[src/rtl/ssm_pkg.sv]
// ----------------------------------------------------------------------------
// ssm_pkg
// Shared types and constants for the servo surface mixer.
// ----------------------------------------------------------------------------
package ssm_pkg;

    // command field width, two's complement
    localparam int CMD_W = 16;

    // duty, limit and drive width
    localparam int DUTY_W = 12;

    // configuration port
    localparam int ADDR_W = 5;
    localparam int DATA_W = 32;

    // register reset values
    localparam logic [DUTY_W-1:0] DUTY_MIN_RST   = 12'd400;
    localparam logic [DUTY_W-1:0] DUTY_MAX_RST   = 12'd1100;
    localparam logic [DUTY_W-1:0] YAW_LIMIT_RST  = 12'd1100;
    localparam logic [DUTY_W-1:0] WEIGHT_MIN_RST = 12'd400;
    localparam logic [DUTY_W-1:0] WEIGHT_MAX_RST = 12'd1100;

    // register index, byte address / 4
    typedef enum logic [2:0] {
        REG_DUTY_MIN   = 3'd0,
        REG_DUTY_MAX   = 3'd1,
        REG_YAW_LIMIT  = 3'd2,
        REG_WEIGHT_MIN = 3'd3,
        REG_WEIGHT_MAX = 3'd4
    } t_reg_idx;

    typedef struct packed {
        logic signed [CMD_W-1:0] pitch_cmd;
        logic signed [CMD_W-1:0] roll_cmd;
        logic signed [CMD_W-1:0] yaw_cmd;
        logic signed [CMD_W-1:0] flap_cmd;
    } t_mix_in;

    typedef struct packed {
        logic [DUTY_W-1:0] duty_one;
        logic [DUTY_W-1:0] duty_two;
        logic [DUTY_W-1:0] duty_three;
        logic [DUTY_W-1:0] duty_four;
        logic [DUTY_W-1:0] duty_five;
        logic [DUTY_W-1:0] duty_six;
        logic [DUTY_W-1:0] duty_average;
        logic [DUTY_W-1:0] weight_drive;
    } t_mix_out;

endpackage

[src/rtl/servo_surface_mixer.sv]
// ----------------------------------------------------------------------------
// servo_surface_mixer
// Five registered stages lie between an accepted command word and its result word.
// Throughput: one word per cycle; the five stages advance together and all
// hold while a result word waits under stall.
// Reset: synchronous active low; clears stage valid bits and loads the
// register defaults (duty 400..1100, yaw limit 1100, weight 400..1100).
// ----------------------------------------------------------------------------
module servo_surface_mixer
    import ssm_pkg::*;
(
    input  logic              i_clk,
    input  logic              i_rst_n,

    input  logic              i_in_valid,
    output logic              o_in_stall,
    input  t_mix_in           i_in_word,

    output logic              o_out_valid,
    input  logic              i_out_stall,
    output t_mix_out          o_out_word,

    input  logic              psel,
    input  logic              penable,
    input  logic              pwrite,
    input  logic [ADDR_W-1:0] paddr,
    input  logic [DATA_W-1:0] pwdata,
    output logic [DATA_W-1:0] prdata,
    output logic              pready
);

    // signed working width for the mixing sums and the weight difference
    localparam int SW = ((CMD_W > DUTY_W + 1) ? CMD_W : DUTY_W + 1) + 4;

    // floor(s / 6) = (s * RECIP) >> RSH for every s below 2^SUM_W
    localparam int SUM_W = DUTY_W + 3;
    localparam int RSH   = SUM_W + 3;
    localparam int RCP_W = RSH - 2;
    localparam logic [RCP_W-1:0] RECIP = RCP_W'(((1 << RSH) + 5) / 6);
    localparam int PROD_W = SUM_W + RCP_W;

    // ------------------------------------------------------------------
    // configuration registers
    // ------------------------------------------------------------------
    logic [DUTY_W-1:0] r_duty_min;
    logic [DUTY_W-1:0] r_duty_max;
    logic [DUTY_W-1:0] r_yaw_limit;
    logic [DUTY_W-1:0] r_weight_min;
    logic [DUTY_W-1:0] r_weight_max;
    t_reg_idx          reg_idx;
    logic              cfg_wr;

    assign reg_idx = t_reg_idx'(paddr[ADDR_W-1:2]);
    assign cfg_wr  = psel && penable && pwrite;
    assign pready  = 1'b1;

    always_ff @(posedge i_clk) begin
        if (!i_rst_n) begin
            r_duty_min   <= DUTY_MIN_RST;
            r_duty_max   <= DUTY_MAX_RST;
            r_yaw_limit  <= YAW_LIMIT_RST;
            r_weight_min <= WEIGHT_MIN_RST;
            r_weight_max <= WEIGHT_MAX_RST;
        end else if (cfg_wr) begin
            case (reg_idx)
                REG_DUTY_MIN:   r_duty_min   <= pwdata[DUTY_W-1:0];
                REG_DUTY_MAX:   r_duty_max   <= pwdata[DUTY_W-1:0];
                REG_YAW_LIMIT:  r_yaw_limit  <= pwdata[DUTY_W-1:0];
                REG_WEIGHT_MIN: r_weight_min <= pwdata[DUTY_W-1:0];
                REG_WEIGHT_MAX: r_weight_max <= pwdata[DUTY_W-1:0];
                default: ;
            endcase
        end
    end

    always_comb begin
        case (reg_idx)
            REG_DUTY_MIN:   prdata = DATA_W'(r_duty_min);
            REG_DUTY_MAX:   prdata = DATA_W'(r_duty_max);
            REG_YAW_LIMIT:  prdata = DATA_W'(r_yaw_limit);
            REG_WEIGHT_MIN: prdata = DATA_W'(r_weight_min);
            REG_WEIGHT_MAX: prdata = DATA_W'(r_weight_max);
            default:        prdata = '0;
        endcase
    end

    // ------------------------------------------------------------------
    // pipeline control: all stages move together
    // ------------------------------------------------------------------
    logic adv;
    logic r_v1, r_v2, r_v3, r_v4, r_v5;

    assign adv         = !(r_v5 && i_out_stall);
    assign o_in_stall  = !adv;
    assign o_out_valid = r_v5;

    always_ff @(posedge i_clk) begin
        if (!i_rst_n) begin
            r_v1 <= 1'b0;
            r_v2 <= 1'b0;
            r_v3 <= 1'b0;
            r_v4 <= 1'b0;
            r_v5 <= 1'b0;
        end else if (adv) begin
            r_v1 <= i_in_valid;
            r_v2 <= r_v1;
            r_v3 <= r_v2;
            r_v4 <= r_v3;
            r_v5 <= r_v4;
        end
    end

    // ------------------------------------------------------------------
    // stage 1: one-sided yaw terms
    // ------------------------------------------------------------------
    logic signed [SW-1:0] y_x;
    logic signed [SW-1:0] ny_x;
    logic signed [SW-1:0] lim_x;
    logic [DUTY_W-1:0]    n_yp;
    logic [DUTY_W-1:0]    n_yn;

    logic signed [CMD_W-1:0] r_p1, r_r1, r_f1;
    logic [DUTY_W-1:0]       r_yp1, r_yn1;

    always_comb begin
        y_x   = SW'(i_in_word.yaw_cmd);
        ny_x  = -y_x;
        lim_x = signed'(SW'(r_yaw_limit));
        if (y_x >= lim_x) begin
            n_yp = r_yaw_limit;
        end else if (y_x < 0) begin
            n_yp = '0;
        end else begin
            n_yp = y_x[DUTY_W-1:0];
        end
        if (ny_x >= lim_x) begin
            n_yn = r_yaw_limit;
        end else if (ny_x < 0) begin
            n_yn = '0;
        end else begin
            n_yn = ny_x[DUTY_W-1:0];
        end
    end

    always_ff @(posedge i_clk) begin
        if (adv) begin
            r_p1  <= i_in_word.pitch_cmd;
            r_r1  <= i_in_word.roll_cmd;
            r_f1  <= i_in_word.flap_cmd;
            r_yp1 <= n_yp;
            r_yn1 <= n_yn;
        end
    end

    // ------------------------------------------------------------------
    // stage 2: six gain sums, each clamped to the duty range
    // ------------------------------------------------------------------
    logic signed [SW-1:0] p_x, r_x, yp_x, yn_x, p3, r3;
    logic signed [SW-1:0] mix [6];
    logic [DUTY_W-1:0]    n_d2 [6];
    logic signed [SW-1:0] dmin_x, dmax_x;

    logic [DUTY_W-1:0]       r_d2 [6];
    logic signed [CMD_W-1:0] r_f2;

    always_comb begin
        p_x    = SW'(r_p1);
        r_x    = SW'(r_r1);
        yp_x   = signed'(SW'(r_yp1));
        yn_x   = signed'(SW'(r_yn1));
        p3     = (p_x <<< 1) + p_x;
        r3     = (r_x <<< 1) + r_x;
        dmin_x = signed'(SW'(r_duty_min));
        dmax_x = signed'(SW'(r_duty_max));

        mix[0] = p_x - yp_x - r3;
        mix[1] = (p_x <<< 1) + (yp_x <<< 1) - (r_x <<< 1);
        mix[2] = p3 - yp_x - r_x;
        mix[3] = p3 - yn_x + r_x;
        mix[4] = (p_x <<< 1) + (yn_x <<< 1) + (r_x <<< 1);
        mix[5] = p_x - yn_x + r3;

        // maximum test wins when the limits cross
        for (int k = 0; k < 6; k++) begin
            if (mix[k] > dmax_x) begin
                n_d2[k] = r_duty_max;
            end else if (mix[k] <= dmin_x) begin
                n_d2[k] = r_duty_min;
            end else begin
                n_d2[k] = mix[k][DUTY_W-1:0];
            end
        end
    end

    always_ff @(posedge i_clk) begin
        if (adv) begin
            r_d2 <= n_d2;
            r_f2 <= r_f1;
        end
    end

    // ------------------------------------------------------------------
    // stage 3: duty sum plus rounding offset
    // ------------------------------------------------------------------
    logic [SUM_W-1:0] n_sum;

    logic [DUTY_W-1:0]       r_d3 [6];
    logic [SUM_W-1:0]        r_sum3;
    logic signed [CMD_W-1:0] r_f3;

    always_comb begin
        n_sum = SUM_W'(3);
        for (int k = 0; k < 6; k++) begin
            n_sum = n_sum + SUM_W'(r_d2[k]);
        end
    end

    always_ff @(posedge i_clk) begin
        if (adv) begin
            r_d3   <= r_d2;
            r_sum3 <= n_sum;
            r_f3   <= r_f2;
        end
    end

    // ------------------------------------------------------------------
    // stage 4: divide by six through the reciprocal
    // ------------------------------------------------------------------
    logic [PROD_W-1:0] prod;

    logic [DUTY_W-1:0]       r_d4 [6];
    logic [DUTY_W-1:0]       r_avg4;
    logic signed [CMD_W-1:0] r_f4;

    assign prod = PROD_W'(r_sum3) * PROD_W'(RECIP);

    always_ff @(posedge i_clk) begin
        if (adv) begin
            r_d4   <= r_d3;
            r_avg4 <= prod[RSH+DUTY_W-1:RSH];
            r_f4   <= r_f3;
        end
    end

    // ------------------------------------------------------------------
    // stage 5: weight-shift drive, result word register
    // ------------------------------------------------------------------
    logic signed [SW-1:0] w_x, wmin_x, wmax_x;
    logic [DUTY_W-1:0]    n_wd;
    t_mix_out             r_out;

    always_comb begin
        w_x    = SW'(r_f4) - signed'(SW'(r_avg4));
        wmin_x = signed'(SW'(r_weight_min));
        wmax_x = signed'(SW'(r_weight_max));
        if (w_x > wmax_x) begin
            n_wd = r_weight_max;
        end else if (w_x < wmin_x) begin
            n_wd = r_weight_min;
        end else begin
            n_wd = w_x[DUTY_W-1:0];
        end
    end

    always_ff @(posedge i_clk) begin
        if (adv) begin
            r_out.duty_one     <= r_d4[0];
            r_out.duty_two     <= r_d4[1];
            r_out.duty_three   <= r_d4[2];
            r_out.duty_four    <= r_d4[3];
            r_out.duty_five    <= r_d4[4];
            r_out.duty_six     <= r_d4[5];
            r_out.duty_average <= r_avg4;
            r_out.weight_drive <= n_wd;
        end
    end

    assign o_out_word = r_out;

endmodule
[config.mk]
export PLATFORM = sky130hd
export DESIGN_NAME = servo_surface_mixer
export DESIGN_NICKNAME = d
export VERILOG_FILES = /design/src/rtl/ssm_pkg.sv /design/src/rtl/servo_surface_mixer.sv
export SDC_FILE = /design/constraint.sdc
export NUM_CORES = 2
export LEC_CHECK = 0
export BUFFER_PORTS_ARGS = -buffer_cell sky130_fd_sc_hd__buf_2
export CORE_MARGIN = 8
export CORE_UTILIZATION = 47
export DETAILED_ROUTE_END_ITERATION = 8
export HOLD_SLACK_MARGIN = 0.05
export PLACE_DENSITY = 0.69
export SETUP_SLACK_MARGIN = 0.02
export SLEW_MARGIN = 20
export SYNTH_ARGS = -nofsm -noshare
export SYNTH_HDL_FRONTEND = slang
export SYNTH_SLANG_ARGS = --single-unit
[constraint.sdc]
create_clock -name i_clk -period 29 [get_ports i_clk]
set_input_delay 8.7 -clock i_clk [delete_from_list [all_inputs] [get_ports i_clk]]
set_output_delay 8.7 -clock i_clk [all_outputs]
set_load 0.05 [all_outputs]
==> metrics.md <==
| Metric | Value |
|---|---|
| Cell Area, Synth | 37600 um2 |
| Detail Placement HPWL | roughly 82000 um |
| Setup Buffers After CTS | 0 |
| EDFF count, synth | 459 |
| Final WS setup | between 9 and 10 ns |
| Slew @ Worst Pin | 1.10 ns |
| Largest net degree at the start of global routing | 100 |
| CTS Buf Count | 54 |
| Final setup fails | 0 |
| Most frequent cells in the layout | ha_1, edfxtp_1, inv_1 |
| Die width | 299 um |
| Initial DRC count | 2265 |
| Core Rows | 103 |
| Cells after Synth | between 3000 and 4000 |
| Syn avg cell area | 11.2 um2 |
| Die ar. | around 90000 um2 |
| # resized after CTS | 0 |
| Io pins | ~240 |
| Ranking of synthesized cells by area | edfxtp_1, ha_1, fa_1, inv_1, mux2i_1 |
| Layout cell share with drive strength beyond 1 | 10.1% |
| H-tree depth | 2 |
| M2 GR Usage | between 30% and 40% |
| Max Slew Vio Count | 0 |
| CTS clk-pin slew, worst paths | 0.06 ns |
| Area leader, netlist | edfxtp_1 |
| CTS tree | done |
| Worst setup SP type | input port |
| Routed Antenna Nets | 0 |
| Seq cells post-synth | 524 |
| Grt met1 use | between 30 and 40% |
| Number of global-route vias before repair | 26273 |
| Final GP Congestion | 1.03 |
| Via count | 26704 |
| Maxcap violations | 0 |
| Post-synthesis sequential area ratio | 40.1% |
| Total clock sinks | 524 |
| Met3 usage | 3.97% |
| Status | complete, no violations |
| GRT overflow | 0 |
| # hold bufs at CTS | 0 |
| Final Critical Period | 19.54 ns |
| Via/cell ratio | 5.72 |
| Port bufs | 195 |
| Routed length per instance | 21.8 um |
| First-pass detailed-route iteration total | 5 |
| Final wirelength | around 100000 um |
| Area Growth Syn to Fin | 10.6% |
| Async SR Flop Fraction | 0% |
| Core area | 79100 um2 |
| Relative slew slack | a little over a quarter |
| Setup crit end kind | output pin |
| Yosys top cell area share | a little over a third |
| Nets | 4347 |
| Setup CP Type | in -> out |
| Initial antenna violation count | 7 |
| Top Usage Layer GRT | met2 |
| Peak Freq | between 50 and 60 MHz |
| Global-route wire length before repair | 156000 um |
| DP Worst Slack | 9.57 ns |
| Fill cell count | 7019 |
| Initial core utilization | 47.6% |
| RSZ-0062 raised after global routing | no |
| Yosys warning count | 0 |
| Hold_ws | 0.413 ns |
| Synth cell types | 89 |
| GR Util All Layers | around 22% |
| Root Buffer | clkbuf_16 |
| CP Max Fanout | 23 |
| Setup Skew | about 0.030 ns |
| Final period util | 67.4% |
| Hold crit path type | reg -> reg |
| Clk Latency, worst-skew pair | 0.62 ns |
| WP data required | 20.30 ns |
| TNS Setup | 0 ns |
| Die Height | 299 um |
| Top FF cell, synth | edfxtp_1 |
| Commonest non-fill, non-tap cell in the layout | ha_1 |
| DRC errors left | 0 |
| Final hold violation count | 0 |
| Clock Path Buffers | 3 |
| WP data arrival | 10.84 ns |
==> registers in the layout, summed over array words and instances, names as in the netlist, 12 cells and up <==
| register | flops |
|---|---|
| r_avg4 | 12 |
| r_duty_min | 12 |
| r_f2 | 16 |
| r_yaw_limit | 12 |
| r_f1 | 16 |
| r_weight_max | 12 |
| r_f3 | 16 |
| r_weight_min | 12 |
| r_d4 | 72 |
| r_yn1 | 12 |
| r_p1 | 16 |
| r_f4 | 16 |
| r_d2 | 72 |
| r_d3 | 72 |
| r_r1 | 16 |
| r_duty_max | 12 |
| o_out_word | 96 |
| r_yp1 | 12 |
| r_sum3 | 15 |
==> cells by family after synthesis <==
logic type               Yosys count  share of synthesized area, %
flip-flops                       524                          40.1
XOR/XNOR                         123                          2.86
AO/OA/AOI/OAI                    698                          12.9
buffers and inverters            497                          5.26
adder cells (fa/ha/maj)          665                          25.7
AND/OR/NAND/NOR                  714                          9.25
multiplexers                     145                          3.89
other                              2                        0.0200
==> stage by stage <==
stage / utilization (%) / cell area, um2 / cells
after floorplan: - / 37700 / 3387
after global placement: 50.3 / 39800 / 4568
after detailed placement: 50.3 / 39800 / 4568
after CTS: 52.6 / 41600 / 4670
after global routing: 52.6 / 41600 / 4670
final: 52.6 / 41600 / 4672
==> cell usage after synthesis, types with 25 or more instances <==
cell type / number
nand2_1: 238
a21oi_1: 148
a211oi_1: 25
a21o_1: 87
inv_1: 403
nand4_1: 65
o211ai_1: 48
edfxtp_1: 459
nor3_1: 47
mux2i_1: 134
clkbuf_1: 55
xnor2_1: 80
ha_1: 483
fa_1: 182
o21ai_0: 102
xor2_1: 43
a21boi_0: 55
o21a_1: 39
dfxtp_1: 65
nand3_1: 39
nor2b_1: 47
nor2_1: 149
==> worst max-delay path: stages <==
cell and delay [ns]:
buf_2 0.43, nor2b_1 0.67, a22oi_1 0.23, o22ai_1 0.44
buf_2 0.36
==> layer usage <==
layer	routed length (um)	vias to the layer above
met1	45500	12945
met3	7570	176
met2	45100	984
met4	3790	8
met5	67	-
li1	-	12591
==> cell type report <==
class                           count  area [um2]  area share (%)
Antenna cell                        2        5.00          0.0120
Clock buffer                       69        1410            3.38
Clock inverter                     33         392           0.941
Inverter                          404        1520            3.64
Multi-Input combinational cell   2366       20700            49.8
Sequential cell                   524       15100            36.2
Tap cell                         1050        1310            3.16
Timing Repair Buffer              224        1190            2.87
==> path summary, 6_finish.rpt <==
| kind | to | cells after the start | start | slack, ns |
|---|---|---|---|---|
| worst min register to register | r_d4[46] | 0 | r_d3[46] | 0.41 |
| worst max-delay path | prdata[6] | 5 | paddr[2] | 9.46 |
| worst min-delay path | r_d4[46] | 0 | r_d3[46] | 0.41 |
| worst max register to register | r_d2[26] | 28 | r_p1[1] | 20.77 |
Power is not shown: default switching activity piles up to over one toggle a cycle in this logic, so the estimate is an artifact.
